`src/b64d_pkg.sv`:
```
// Shared types, codes and the character classifier for the base64 decoder.
// No dependencies; every other file of the block imports this package.
package b64d_pkg;

  localparam int QDEPTH = 2;
  localparam int QPTR_W = 1;
  localparam int QCNT_W = 2;

  typedef enum logic [1:0] {
    KIND_DATA = 2'd0,
    KIND_PAD  = 2'd1,
    KIND_BAD  = 2'd2
  } kind_t;

  typedef enum logic [1:0] {
    ERR_NONE = 2'd0,
    ERR_CHAR = 2'd1,
    ERR_PAD  = 2'd2,
    ERR_LEN  = 2'd3
  } err_t;

  typedef struct packed {
    kind_t      kind;
    logic [5:0] sextet;
    logic       last;
  } item_t;

  function automatic item_t classify(input logic [7:0] c, input logic last);
    item_t      it;
    logic [7:0] d;
    it.kind   = KIND_BAD;
    it.sextet = 6'd0;
    it.last   = last;
    d         = 8'd0;
    if (c >= 8'h41 && c <= 8'h5A) begin
      d         = c - 8'd65;
      it.kind   = KIND_DATA;
      it.sextet = d[5:0];
    end else if (c >= 8'h61 && c <= 8'h7A) begin
      d         = c - 8'd71;
      it.kind   = KIND_DATA;
      it.sextet = d[5:0];
    end else if (c >= 8'h30 && c <= 8'h39) begin
      d         = c + 8'd4;
      it.kind   = KIND_DATA;
      it.sextet = d[5:0];
    end else if (c == 8'h2B) begin
      it.kind   = KIND_DATA;
      it.sextet = 6'd62;
    end else if (c == 8'h2F) begin
      it.kind   = KIND_DATA;
      it.sextet = 6'd63;
    end else if (c == 8'h3D) begin
      it.kind   = KIND_PAD;
    end
    return it;
  endfunction

endpackage

```
`src/b64d_front.sv`:
```
// Front stage: accepts characters and registers their class and sextet value.
// Depends on b64d_pkg for item_t and classify().
module b64d_front import b64d_pkg::*; (
  input  logic       clk,
  input  logic       rst,
  input  logic       push,
  output logic       full,
  input  logic [7:0] char_code,
  input  logic       last_char,
  input  logic       q_full,
  output logic       q_push,
  output item_t      q_item
);

  logic  fv;
  item_t item;

  assign q_push = fv && !q_full;
  assign full   = fv && q_full;
  assign q_item = item;

  always_ff @(posedge clk) begin
    if (rst) begin
      fv <= 1'b0;
    end else if (push && !full) begin
      fv <= 1'b1;
    end else if (q_push) begin
      fv <= 1'b0;
    end
  end

  always_ff @(posedge clk) begin
    if (push && !full) begin
      item <= classify(char_code, last_char);
    end
  end

endmodule

```
`src/b64d_queue.sv`:
```
// Short queue of classified items between the front and back stages.
// Depends on b64d_pkg for item_t and the queue depth constants.
module b64d_queue import b64d_pkg::*; (
  input  logic  clk,
  input  logic  rst,
  input  logic  wr,
  input  item_t wr_item,
  output logic  q_full,
  input  logic  rd,
  output logic  q_valid,
  output item_t rd_item
);

  item_t              slots [QDEPTH];
  logic [QPTR_W-1:0]  wptr;
  logic [QPTR_W-1:0]  rptr;
  logic [QCNT_W-1:0]  count;

  assign q_full  = (count == QCNT_W'(QDEPTH));
  assign q_valid = (count != '0);
  assign rd_item = slots[rptr];

  always_ff @(posedge clk) begin
    if (rst) begin
      wptr  <= '0;
      rptr  <= '0;
      count <= '0;
    end else begin
      if (wr) begin
        wptr <= wptr + 1'b1;
      end
      if (rd) begin
        rptr <= rptr + 1'b1;
      end
      if (wr && !rd) begin
        count <= count + QCNT_W'(1);
      end else if (rd && !wr) begin
        count <= count - QCNT_W'(1);
      end
    end
  end

  always_ff @(posedge clk) begin
    if (wr) begin
      slots[wptr] <= wr_item;
    end
  end

endmodule

```
`src/b64d_back.sv`:
```
// Back stage: quantum tracking, byte assembly, error checks and result register.
// Depends on b64d_pkg for item_t, kind_t and err_t.
module b64d_back import b64d_pkg::*; (
  input  logic       clk,
  input  logic       rst,
  input  logic       q_valid,
  input  item_t      q_item,
  output logic       q_pop,
  input  logic       pop,
  output logic       empty,
  output logic       has_byte,
  output logic [7:0] data_byte,
  output logic       message_end,
  output logic [1:0] status
);

  logic [1:0] pos, pos_next;
  logic [5:0] held, held_next;
  logic [1:0] pad, pad_next;
  err_t       err, err_next;
  logic       ov;
  logic       has_c, end_c;
  logic [7:0] byte_c;
  err_t       stat_c;

  assign empty = !ov;
  assign q_pop = q_valid && (!ov || pop);

  always_comb begin
    pos_next  = pos + 2'd1;
    held_next = held;
    pad_next  = pad;
    err_next  = err;
    has_c     = 1'b0;
    byte_c    = 8'd0;
    end_c     = 1'b0;
    stat_c    = ERR_NONE;
    unique case (q_item.kind)
      KIND_BAD: begin
        if (err == ERR_NONE) err_next = ERR_CHAR;
      end
      KIND_PAD: begin
        if (pos < 2'd2 || (pad != 2'd0 && pos != 2'd3)) begin
          if (err == ERR_NONE) err_next = ERR_PAD;
        end else if (pad != 2'd3) begin
          pad_next = pad + 2'd1;
        end
      end
      KIND_DATA: begin
        if (pad != 2'd0) begin
          if (err == ERR_NONE) err_next = ERR_PAD;
        end else begin
          unique case (pos)
            2'd0: begin
              held_next = q_item.sextet;
            end
            2'd1: begin
              byte_c    = {held, q_item.sextet[5:4]};
              held_next = {2'b00, q_item.sextet[3:0]};
              has_c     = 1'b1;
            end
            2'd2: begin
              byte_c    = {held[3:0], q_item.sextet[5:2]};
              held_next = {4'b0000, q_item.sextet[1:0]};
              has_c     = 1'b1;
            end
            2'd3: begin
              byte_c    = {held[1:0], q_item.sextet};
              held_next = 6'd0;
              has_c     = 1'b1;
            end
          endcase
        end
      end
      default: begin
        if (err == ERR_NONE) err_next = ERR_CHAR;
      end
    endcase
    if (err_next != ERR_NONE) begin
      has_c  = 1'b0;
      byte_c = 8'd0;
    end
    if (q_item.last) begin
      if (pos_next != 2'd0 && err_next == ERR_NONE) err_next = ERR_LEN;
      stat_c = err_next;
      end_c  = 1'b1;
      if (stat_c != ERR_NONE) begin
        has_c  = 1'b0;
        byte_c = 8'd0;
      end
      pos_next  = 2'd0;
      held_next = 6'd0;
      pad_next  = 2'd0;
      err_next  = ERR_NONE;
    end
  end

  always_ff @(posedge clk) begin
    if (rst) begin
      pos  <= 2'd0;
      held <= 6'd0;
      pad  <= 2'd0;
      err  <= ERR_NONE;
      ov   <= 1'b0;
    end else begin
      if (q_pop) begin
        pos  <= pos_next;
        held <= held_next;
        pad  <= pad_next;
        err  <= err_next;
        ov   <= 1'b1;
      end else if (pop) begin
        ov   <= 1'b0;
      end
    end
  end

  always_ff @(posedge clk) begin
    if (q_pop) begin
      has_byte    <= has_c;
      data_byte   <= byte_c;
      message_end <= end_c;
      status      <= stat_c;
    end
  end

endmodule

```
`src/base64_decoder_with_check_top.sv`:
```
// Top level of the streaming base64 decoder with error checking.
// Depends on b64d_pkg, b64d_front, b64d_queue and b64d_back.
//
// One base64 character enters per push and one result leaves per pop; the decoder
// sustains one item per clock cycle with both sides free, and the result of an item
// passes the classify register, a queue write and the result register before it is
// on the result ports. Bytes come out after the second, third and fourth
// character of each quantum; status and message_end are valid on the result of the
// character marked last_char, and a nonzero status means the bytes of that message
// are bad.
module base64_decoder_with_check_top import b64d_pkg::*; (
  input  logic       clk,
  input  logic       rst,
  input  logic       push,
  output logic       full,
  input  logic [7:0] char_code,
  input  logic       last_char,
  output logic       empty,
  input  logic       pop,
  output logic       has_byte,
  output logic [7:0] data_byte,
  output logic       message_end,
  output logic [1:0] status
);

  logic  f_push, q_full, q_valid, q_pop;
  item_t f_item, q_item;

  b64d_front u_front (
    .clk       (clk),
    .rst       (rst),
    .push      (push),
    .full      (full),
    .char_code (char_code),
    .last_char (last_char),
    .q_full    (q_full),
    .q_push    (f_push),
    .q_item    (f_item)
  );

  b64d_queue u_queue (
    .clk     (clk),
    .rst     (rst),
    .wr      (f_push),
    .wr_item (f_item),
    .q_full  (q_full),
    .rd      (q_pop),
    .q_valid (q_valid),
    .rd_item (q_item)
  );

  b64d_back u_back (
    .clk         (clk),
    .rst         (rst),
    .q_valid     (q_valid),
    .q_item      (q_item),
    .q_pop       (q_pop),
    .pop         (pop),
    .empty       (empty),
    .has_byte    (has_byte),
    .data_byte   (data_byte),
    .message_end (message_end),
    .status      (status)
  );

endmodule

```
`config.mk`:
```
export PLATFORM = sky130hd
export DESIGN_NAME = base64_decoder_with_check_top
export DESIGN_NICKNAME = d
export VERILOG_FILES = /design/src/b64d_pkg.sv /design/src/b64d_front.sv /design/src/b64d_queue.sv /design/src/b64d_back.sv /design/src/base64_decoder_with_check_top.sv
export SDC_FILE = /design/constraint.sdc
export NUM_CORES = 1
export LEC_CHECK = 0
export ABC_AREA = 0
export BUFFER_PORTS_ARGS = -buffer_cell sky130_fd_sc_hd__buf_2
export CORE_MARGIN = 1.5
export CORE_UTILIZATION = 53
export DETAILED_ROUTE_END_ITERATION = 10
export HOLD_SLACK_MARGIN = 0.06
export PLACE_DENSITY = 0.75
export SLEW_MARGIN = 20
export SYNTH_ARGS = -nofsm -noshare
export SYNTH_HDL_FRONTEND = slang
export SYNTH_SLANG_ARGS = --single-unit
export TNS_END_PERCENT = 10
```
`constraint.sdc`:
```
create_clock -name clk -period 1.8 [get_ports clk]
set_input_delay 0.36 -clock clk [delete_from_list [all_inputs] [get_ports clk]]
set_output_delay 0.36 -clock clk [all_outputs]
set_load 0.005 [all_outputs]
```
==> results_dict.tcl, run 1 <==
set metrics [dict create \
    status "complete, but fails checks" \
    violations "setup timing" \
    dr.first_iter.drc_count 130 \
    holdWs_ns 0.1885 \
    clk_path_buf_depth 2 \
    fin_crit_sh_pct 102.4 \
    cts_tree "yes" \
    dr.pass1.iters 4 \
    final_nets 341 \
    peakVddDrop_mv 0.7857 \
    rsz0062_at_grt "yes" \
    io_pins 27 \
    wire_per_inst_um 14.75 \
    overflow 0 \
    crit_type "reg2reg" \
    drtAntennaViolNets 0 \
    finalHoldViolations 0 \
    required_ns 2.01 \
    die-area_um2 5851 \
    ys_ff_latch 58 \
    drv_cap 0 \
    drc 0 \
    cp-start-kind "flip-flop" \
    grt_pass1_vias 2098 \
    dpl_worst_slack_ns -0.2050 \
    dp_cells 372 \
    fill_cells 388 \
    n_antenna_cell 0 \
    avgSynthCellArea_um2 11.54 \
    layout_common_cells "39 x edfxtp_1, 36 x buf_4, 26 x buf_2, 23 x nor2_1, 18 x dfxtp_1" \
    cts_made_buffers 9 \
    tns_ns -0.2694 \
    synthToLayoutAreaGrowth_pct 24.17 \
    synthesis.area_um2 2863 \
    final_common_cell "edfxtp_1" \
    place_hpwl_um 4123 \
    drv_slew 0 \
    p_leak_uw 0.001435 \
    maxSlewHeadroom_pct 58.62 \
    clock-sinks 58 \
    cp-end-kind "flip-flop" \
    syn_inst 248 \
    syn_nets 277 \
    period_minus_slack_ns 1.843 \
    drt-total-wl_um 5710 \
    insertion_delay_ns 0.34 \
    fmax_mhz 542.5 \
    die_w_um 76.50 \
    grt_usage_pct 21.02 \
    setup_violations 8 \
    postCtsSetupBuffers 0 \
    portBuffers 26 \
    synth_edf_count 39 \
    synth_ff_type "edfxtp_1" \
    grt_pass1_wl_um 9584 \
    p_per_area_nw_per_um2 1210 \
    h-tree-depth 3 \
    cts.clk_slew.worst_paths_ns 0.07 \
    p_total_uw 4301 \
    start_util_pct 55.35 \
    synthArstFlopShare_pct 0 \
    drive_gt1_share_pct 31.86 \
    finalNonFillerCells 387 \
    clockRootBuffer "clkbuf_8" \
    vias 2132 \
    num_rows 26 \
    yosysSeqAreaShare_pct 54.20 \
    via_per_inst 5.509 \
    antenna_found_initial 0 \
    die-height_um 76.50 \
    hold_class "in2reg" \
    fin_ws_ns -0.04321 \
    worst_slew_pin_slew_ns 0.6129 \
    grt_max_degree 14 \
    critical_path.max_fanout 8 \
    synth_cell_types 48 \
    ys_warn_count 0 \
    holdBufCountCts 0 \
    place_congestion 0.9082 \
    cp.arrival_ns 2.05 \
    hold_start "last_char" \
    clock_skew_ns 0.007063 \
    core_area_um2 5172 \
]
==> worst max-delay path, cell delays in order, from the launching register on <==
cell and delay, ns:
dfxtp_2 0.43, mux2i_1 0.25, o21bai_1 0.13, or3_4 0.35
or3_4 0.42, nor2_2 0.13
==> synthesized netlist by cell type (all sizes together) (2+ instances only) <==
cell type / count / area share, %
o21bai: 3 / 0.79
nor3: 5 / 1.3
and3: 2 / 0.44
a222oi: 8 / 2.8
or3: 5 / 1.1
o22ai: 2 / 0.44
nor2b: 4 / 0.87
xor2: 5 / 1.5
a21oi: 11 / 1.9
nand2: 10 / 1.3
nor3b: 2 / 0.70
dfxtp: 19 / 13
a32o: 6 / 2.1
buf: 5 / 1.2
o311ai: 2 / 0.61
nand2b: 3 / 0.66
o211ai: 3 / 0.79
a22oi: 5 / 1.3
nand3: 3 / 0.52
a21o: 3 / 0.79
o21ai: 11 / 2.1
inv: 16 / 2.1
or2: 2 / 0.44
xnor2: 2 / 0.61
mux2i: 5 / 1.9
mux2: 6 / 2.4
clkbuf: 4 / 0.52
edfxtp: 39 / 41
nor2: 31 / 4.9
ha: 16 / 7.0
==> flip-flops by register name (all words and copies together) (netlist names), named ones only <==
| signal | cells |
|---|---|
| u_queue.slots | 18 |
| u_front.q_item | 9 |
| u_back.data_byte | 8 |
| u_back.held | 6 |
| u_back.err | 2 |
| u_back.pad | 2 |
| u_back.pos | 2 |
| u_back.status | 2 |
| u_queue.count | 2 |
| u_back.has_byte | 1 |
| u_back.message_end | 1 |
| u_back.ov | 1 |
| u_front.fv | 1 |
| u_queue.rptr | 1 |
| u_queue.wptr | 1 |
==> stage by stage <==
stage / instance area, µm² / utilization [%]
after floorplan: 2863 / -
after global placement: 3309 / 63.98
after detailed placement: 3309 / 63.98
after CTS: 3552 / 68.67
after global routing: 3555 / 68.72
final: 3555 / 68.72
==> cells by family (layout without fill, tap and decap cells) <==
kind of cell               count (synthesis)  in the layout  synth area share (%)
AOI/OAI and AO/OA                         61             61                 15.60
xor gates and xnor gates                   7              7                 2.142
adders and majority gates                 16             16                 6.993
buffers and inverters                     25             94                 3.802
DFF                                       58             58                 54.20
muxes                                     11             11                 4.239
and+or+nand+nor                           70             70                 13.02
==> what timing repair did <==
action,in CTS,in global routing
gates resized for setup,3,3
pin swaps,1,2
setup endpoints to repair,8,9
==> final cells by class <==
cell class	count	area, µm²	share of cell area (%)
tap	70	87.58	2.464
inverter	16	60.06	1.690
timing repair buffer	62	400.4	11.26
clock buffer	9	123.9	3.485
sequential	58	1553	43.68
multi-input combinational	165	1222	34.39
clock inverter	7	107.6	3.027
==> path summary, 6_finish.rpt <==
kind	slack (ns)	depth (start not counted)	to
min	0.19	1	u_front.q_item[0]
min reg2reg	0.44	0	u_queue.slots[1][4]
max reg2reg	-0.04	5	u_back.data_byte[5]
max	-0.04	5	u_back.data_byte[5]
==> where the power goes <==
part,internal [µW],switching (µW)
combinational,476,589
sequential,1710,106
clock,904,516
==> per-layer routing <==
metal	global-route usage [%]	part of all wire, %	vias to the layer above
met2	36.34	51	57
met1	23.54	43	1006
met3	6.228	4.0	16
li1	-	-	1053
met4	10.37	2.4	0
met5	0	0	-
Note: power is estimated with default switching activity, not from simulation.
==> inputs of run 2 (changes only) <==
--- a/config.mk
+++ b/config.mk
@@ -9,8 +9,8 @@
 export BUFFER_PORTS_ARGS = -buffer_cell sky130_fd_sc_hd__buf_2
 export CORE_MARGIN = 1.5
-export CORE_UTILIZATION = 53
+export CORE_UTILIZATION = 59
 export DETAILED_ROUTE_END_ITERATION = 10
 export HOLD_SLACK_MARGIN = 0.06
-export PLACE_DENSITY = 0.75
+export PLACE_DENSITY = 0.79
 export SLEW_MARGIN = 20
 export SYNTH_ARGS = -nofsm -noshare
==> constraint.sdc (replaced) <==
create_clock -name clk -period 2 [get_ports clk]
set_input_delay 0.4 -clock clk [delete_from_list [all_inputs] [get_ports clk]]
set_output_delay 0.4 -clock clk [all_outputs]
set_load 0.1 [all_outputs]
==> run 2 against run 1 <==
Net effect:
- die area decreased by 9.8%
- the flow now finishes without violations
- via count decreased by 6.6%
- worst hold slack improved by 0.059 ns
- clock skew increased by 0.0011 ns
- register-to-register slack improved by 0.14 ns
- combinational power increased by 51%
- cell count decreased by 9.0%
- non-clock buffer count decreased by 19
- first-iteration DRC count decreased by 1.5%
- critical path type unchanged
==> results_dict.tcl, run 2 (same netlist as run 1, synthesis figures left out) <==
set metrics [dict create \
    status "complete, no violations" \
    drv_slew 0 \
    clockRootBuffer "clkbuf_8" \
    cp-start-kind "flip-flop" \
    grt_pass1_vias 1934 \
    cts.clk_slew.worst_paths_ns 0.07 \
    vias 1992 \
    hold_class "in2reg" \
    via_per_inst 5.659 \
    die_w_um 72.66 \
    dp_cells 336 \
    die-height_um 72.66 \
    clkPwrFrac_pct 24.7 \
    overflow 0 \
    p_sw_share_pct 41.01 \
    rsz0062_at_grt "no" \
    p_per_area_nw_per_um2 1289 \
    worst_slew_pin_slew_ns 0.4869 \
    place_congestion 0.9422 \
    largest_reg_flops 18 \
    maxSlewHeadroom_pct 67.54 \
    period_minus_slack_ns 1.899 \
    fmax_mhz 526.6 \
    io_pins 27 \
    wire_per_inst_um 13.84 \
    final_nets 322 \
    clock_skew_ns 0.008190 \
    drive_gt1_share_pct 27.52 \
    synthToLayoutAreaGrowth_pct 17.22 \
    start_util_pct 61.01 \
    cts_tree "yes" \
    max_flop_register "u_queue.slots" \
    crit_type "reg2reg" \
    tns_ns 0 \
    grt_pass1_wl_um 8252 \
    clk_path_buf_depth 2 \
    internal_power_uw 2552 \
    num_rows 25 \
    switching_power_uw 1775 \
    grt_usage_pct 20.82 \
    h-tree-depth 3 \
    finalHoldViolations 0 \
    p_leak_uw 0.001321 \
    layout_common_cells "39 x edfxtp_1, 26 x buf_2, 22 x nor2_1, 19 x dfxtp_1, 17 x buf_4" \
    required_ns 2.19 \
    cp.arrival_ns 2.09 \
    highest_layer "met4" \
    n_antenna_cell 0 \
    place_hpwl_um 3721 \
    holdBufCountCts 0 \
    drt-total-wl_um 4873 \
    die-area_um2 5279 \
    peakVddDrop_mv 1.133 \
    clock-sinks 58 \
    drc 0 \
    cts_made_buffers 9 \
    cp-end-kind "flip-flop" \
    wl_met3_um 158 \
    fin_crit_sh_pct 94.95 \
    wl_met1_um 2068 \
    core_area_um2 4692 \
    dr.pass1.iters 4 \
    drtAntennaViolNets 0 \
    combPwrFrac_pct 37.5 \
    drv_cap 0 \
    fill_cells 336 \
    insertion_delay_ns 0.33 \
    wl_met2_um 2529 \
    dr.first_iter.drc_count 128 \
    finalNonFillerCells 352 \
    portBuffers 26 \
    setup_violations 0 \
    seq_power_share_pct 37.9 \
    antenna_found_initial 0 \
    critical_path.max_fanout 8 \
    final_common_cell "edfxtp_1" \
    grt_max_degree 16 \
]
==> run 2: area by class of cell <==
type / instances / area (µm²) / area share (%)
clock buffer: 11 / 151.4 / 4.512
clock inverter: 5 / 52.55 / 1.566
inverter: 16 / 60.06 / 1.790
multi-input combinational: 165 / 1215 / 36.20
sequential: 58 / 1551 / 46.23
tap: 54 / 67.56 / 2.013
timing repair buffer: 43 / 257.7 / 7.681
==> run 2: worst max-delay path, stage by stage (launching register included) <==
cell,delay [ns]
dfxtp_1,0.42
nor3b_2,0.28
o21ai_2,0.11
or3_1,0.39
or3_4,0.42
nor2_2,0.13
==> run 2: metal layers <==
metal	vias up	track usage [%]
li1	1024	-
met1	903	22.19
met2	54	36.70
met3	11	4.420
met5	-	0
met4	0	14.26
==> run 2: through the flow <==
| step | util [%] | cell area (µm²) | power (µW) | setup slack, ns | hold slack, ns |
|---|---|---|---|---|---|
| 2_1_floorplan | - | 2870 | 2992 | 0.07863 | 0.4215 |
| 3_3_place_gp | 67.07 | 3147 | 3263 | -0.04650 | 0.4238 |
| 6_report | 71.52 | 3356 | 4327 | 0.1010 | 0.2471 |
| 3_5_place_dp | 67.07 | 3147 | 3283 | -0.04644 | 0.4313 |
| 5_1_grt | 71.52 | 3356 | 4532 | 0.01473 | 0.2320 |
| 4_1_cts | 71.52 | 3356 | 4359 | 0.1029 | 0.2317 |
==> run 2: path summary, 6_finish.rpt <==
path,startpoint,end,slack [ns],cells after the start
max,flip-flop,u_back.data_byte[0],0.10,5
min,last_char,u_front.q_item[0],0.25,1
max reg2reg,flip-flop,u_back.data_byte[0],0.10,5
min reg2reg,u_front.q_item[3],u_queue.slots[1][3],0.44,0
==> run 2: timing repair <==
action / CTS / global route
resized for setup: 1 / 0
setup endpoints to repair: 7 / 0
setup buffers: 0 / 0
==> run 2: power by group through the flow <==
stage	Sequential, µW	Clock (µW)	Combinational (µW)
after floorplan	2350	0	638
after global placement	1660	0	1610
after detailed placement	1660	0	1620
after CTS	1640	1090	1630
after global routing	1670	1130	1730
final	1640	1070	1620
==> inputs of run 3 (changes only) <==
- MAX_ROUTING_LAYER: default -> met4
==> run 3 against run 2 <==
Net effect:
- sequential share of layout area is essentially flat
- clock skew up 0.00063 ns
- power decreased by 0.24%
- worst hold slack got worse by 0.0032 ns
- critical endpoint is now u_back.data_byte[2]
==> results_dict.tcl, run 3 (same netlist as run 1, synthesis figures left out) <==
set metrics [dict create \
    whs_path_depth 1 \
    clkPwrFrac_pct 23.9 \
    grt_max_degree 16 \
    layout_common_cells "39 x edfxtp_1, 26 x buf_2, 22 x nor2_1, 19 x dfxtp_1, 18 x buf_4" \
    insertion_delay_ns 0.33 \
    combPwrFrac_pct 38.0 \
    finalHoldViolations 0 \
    fin_crit_sh_pct 94.79 \
    critPathTopFamily "simple AND/OR/NAND/NOR gates" \
    h-tree-depth 3 \
    cp.arrival_ns 2.09 \
    required_ns 2.19 \
    p_total_uw 4317 \
    holdWs_ns 0.2439 \
    wire_per_inst_um 14.87 \
    cp_slowest_cell "dfxtp_1" \
    maxSlewHeadroom_pct 67.75 \
    cts.clk_slew.worst_paths_ns 0.06 \
    setup_violations 0 \
    drc 0 \
    largest_reg_flops 18 \
    clock_skew_ns 0.008824 \
    die-height_um 72.66 \
    overflow 0 \
    antenna_found_initial 0 \
    synthToLayoutAreaGrowth_pct 17.13 \
    worst_slew_pin_slew_ns 0.4872 \
    grt_pass1_vias 2012 \
    holdBufCountCts 0 \
    clockRootBuffer "clkbuf_8" \
    die-area_um2 5279 \
    grt_pass1_wl_um 8928 \
    critPathMaxStageDelay_ns 0.43 \
    clock-sinks 58 \
    rr_worst_depth 5 \
    max_flop_register "u_queue.slots" \
    drive_gt1_share_pct 27.42 \
    peakVddDrop_mv 0.7079 \
    place_hpwl_um 3919 \
    num_rows 25 \
    p_leak_uw 0.001320 \
    start_util_pct 61.01 \
    final_common_cell "edfxtp_1" \
    grt_usage_pct 23.01 \
    p_sw_share_pct 41.70 \
    critical_path.max_fanout 8 \
    seq_power_share_pct 38.2 \
    rsz0062_at_grt "no" \
    status "complete, no violations" \
    place_congestion 0.9483 \
    hold_start "last_char" \
    crit_type "reg2reg" \
    final_nets 323 \
    switching_power_uw 1800 \
    path_cells "nor3b_2 > o21ai_2 > or3_1 > or3_4 > nor2_2" \
    vias 2051 \
    n_antenna_cell 0 \
    cp-start-kind "flip-flop" \
    cts_made_buffers 9 \
    hold_path_end "u_front.q_item[0]" \
    dr.first_iter.drc_count 146 \
    cts_tree "yes" \
    die_w_um 72.66 \
    clk_path_buf_depth 2 \
    core_area_um2 4692 \
    dr.pass1.iters 5 \
    portBuffers 26 \
    p_per_area_nw_per_um2 1287 \
    drtAntennaViolNets 0 \
    drv_cap 0 \
    cp-end-kind "flip-flop" \
    drv_slew 0 \
    drt-total-wl_um 5250 \
    fmax_mhz 527.5 \
    critPathBufInv 0 \
    hold_class "in2reg" \
    r2r_setup_slack_ns 0.10 \
    reg2reg_to "u_back.data_byte[2]" \
    via_per_inst 5.810 \
    fin_util_pct 71.47 \
    period_minus_slack_ns 1.896 \
    io_pins 27 \
    internal_power_uw 2517 \
]
## run 3: cell types whose count changed in the layout (fill, tap and decap cells not counted), sizes merged
cell / delta
buf: +1
clkbuf: -1
clkinv: +1
## run 3: worst max-delay path by stage
stage                     start                   to  slack (ns)  depth (start not counted)
2_1_floorplan      char_code[1]    u_front.q_item[3]        0.08                          6
3_3_place_gp       char_code[1]    u_front.q_item[3]       -0.03                          7
3_5_place_dp       char_code[2]    u_front.q_item[2]       -0.04                          9
4_1_cts        u_queue.count[0]                 full         0.1                          3
5_1_grt               flip-flop  u_back.data_byte[4]       0.001                          5
6_report              flip-flop  u_back.data_byte[2]        0.10                          5
## run 3: routing by layer
layer	routed length (µm)	GRT usage, %	part of all wire, %	vias up
met4	91	12.16	1.7	0
met3	182	4.972	3.5	9
li1	-	-	-	1020
met1	2141	24.20	41	967
met2	2834	40.27	54	55
met5	0	-	0	-
## run 3: power by group through the flow
stage	registers [µW]	logic, µW	clock network (µW)
after floorplan	2350	638	0
after global placement	1660	1610	0
after detailed placement	1670	1630	0
after CTS	1650	1640	1040
after global routing	1670	1750	1090
final	1650	1640	1030
## run 3: repair_timing
action / CTS / global route
gates resized for setup: 1 / 0
setup endpoints to repair: 7 / 0
setup buffers: 0 / 0
## run 3: cell type report
type,instances,area (µm²)
timing repair buffer,44,265.3
fill,338,1339
clock inverter,6,56.30
clock buffer,10,137.6
inverter,16,60.06
tap,54,67.56
multi-input combinational,165,1215
sequential,58,1551
## run 3: metrics by stage
stage	setup TNS, ns	setup slack (ns)	instance area (µm²)	cells
6_report	0	0.1041	3353	353
4_1_cts	0	0.09558	3353	353
5_1_grt	0	0.001157	3353	353
3_5_place_dp	-0.08762	-0.03711	3154	337
2_1_floorplan	0	0.07863	2870	248
3_3_place_gp	-0.04913	-0.03399	3154	337
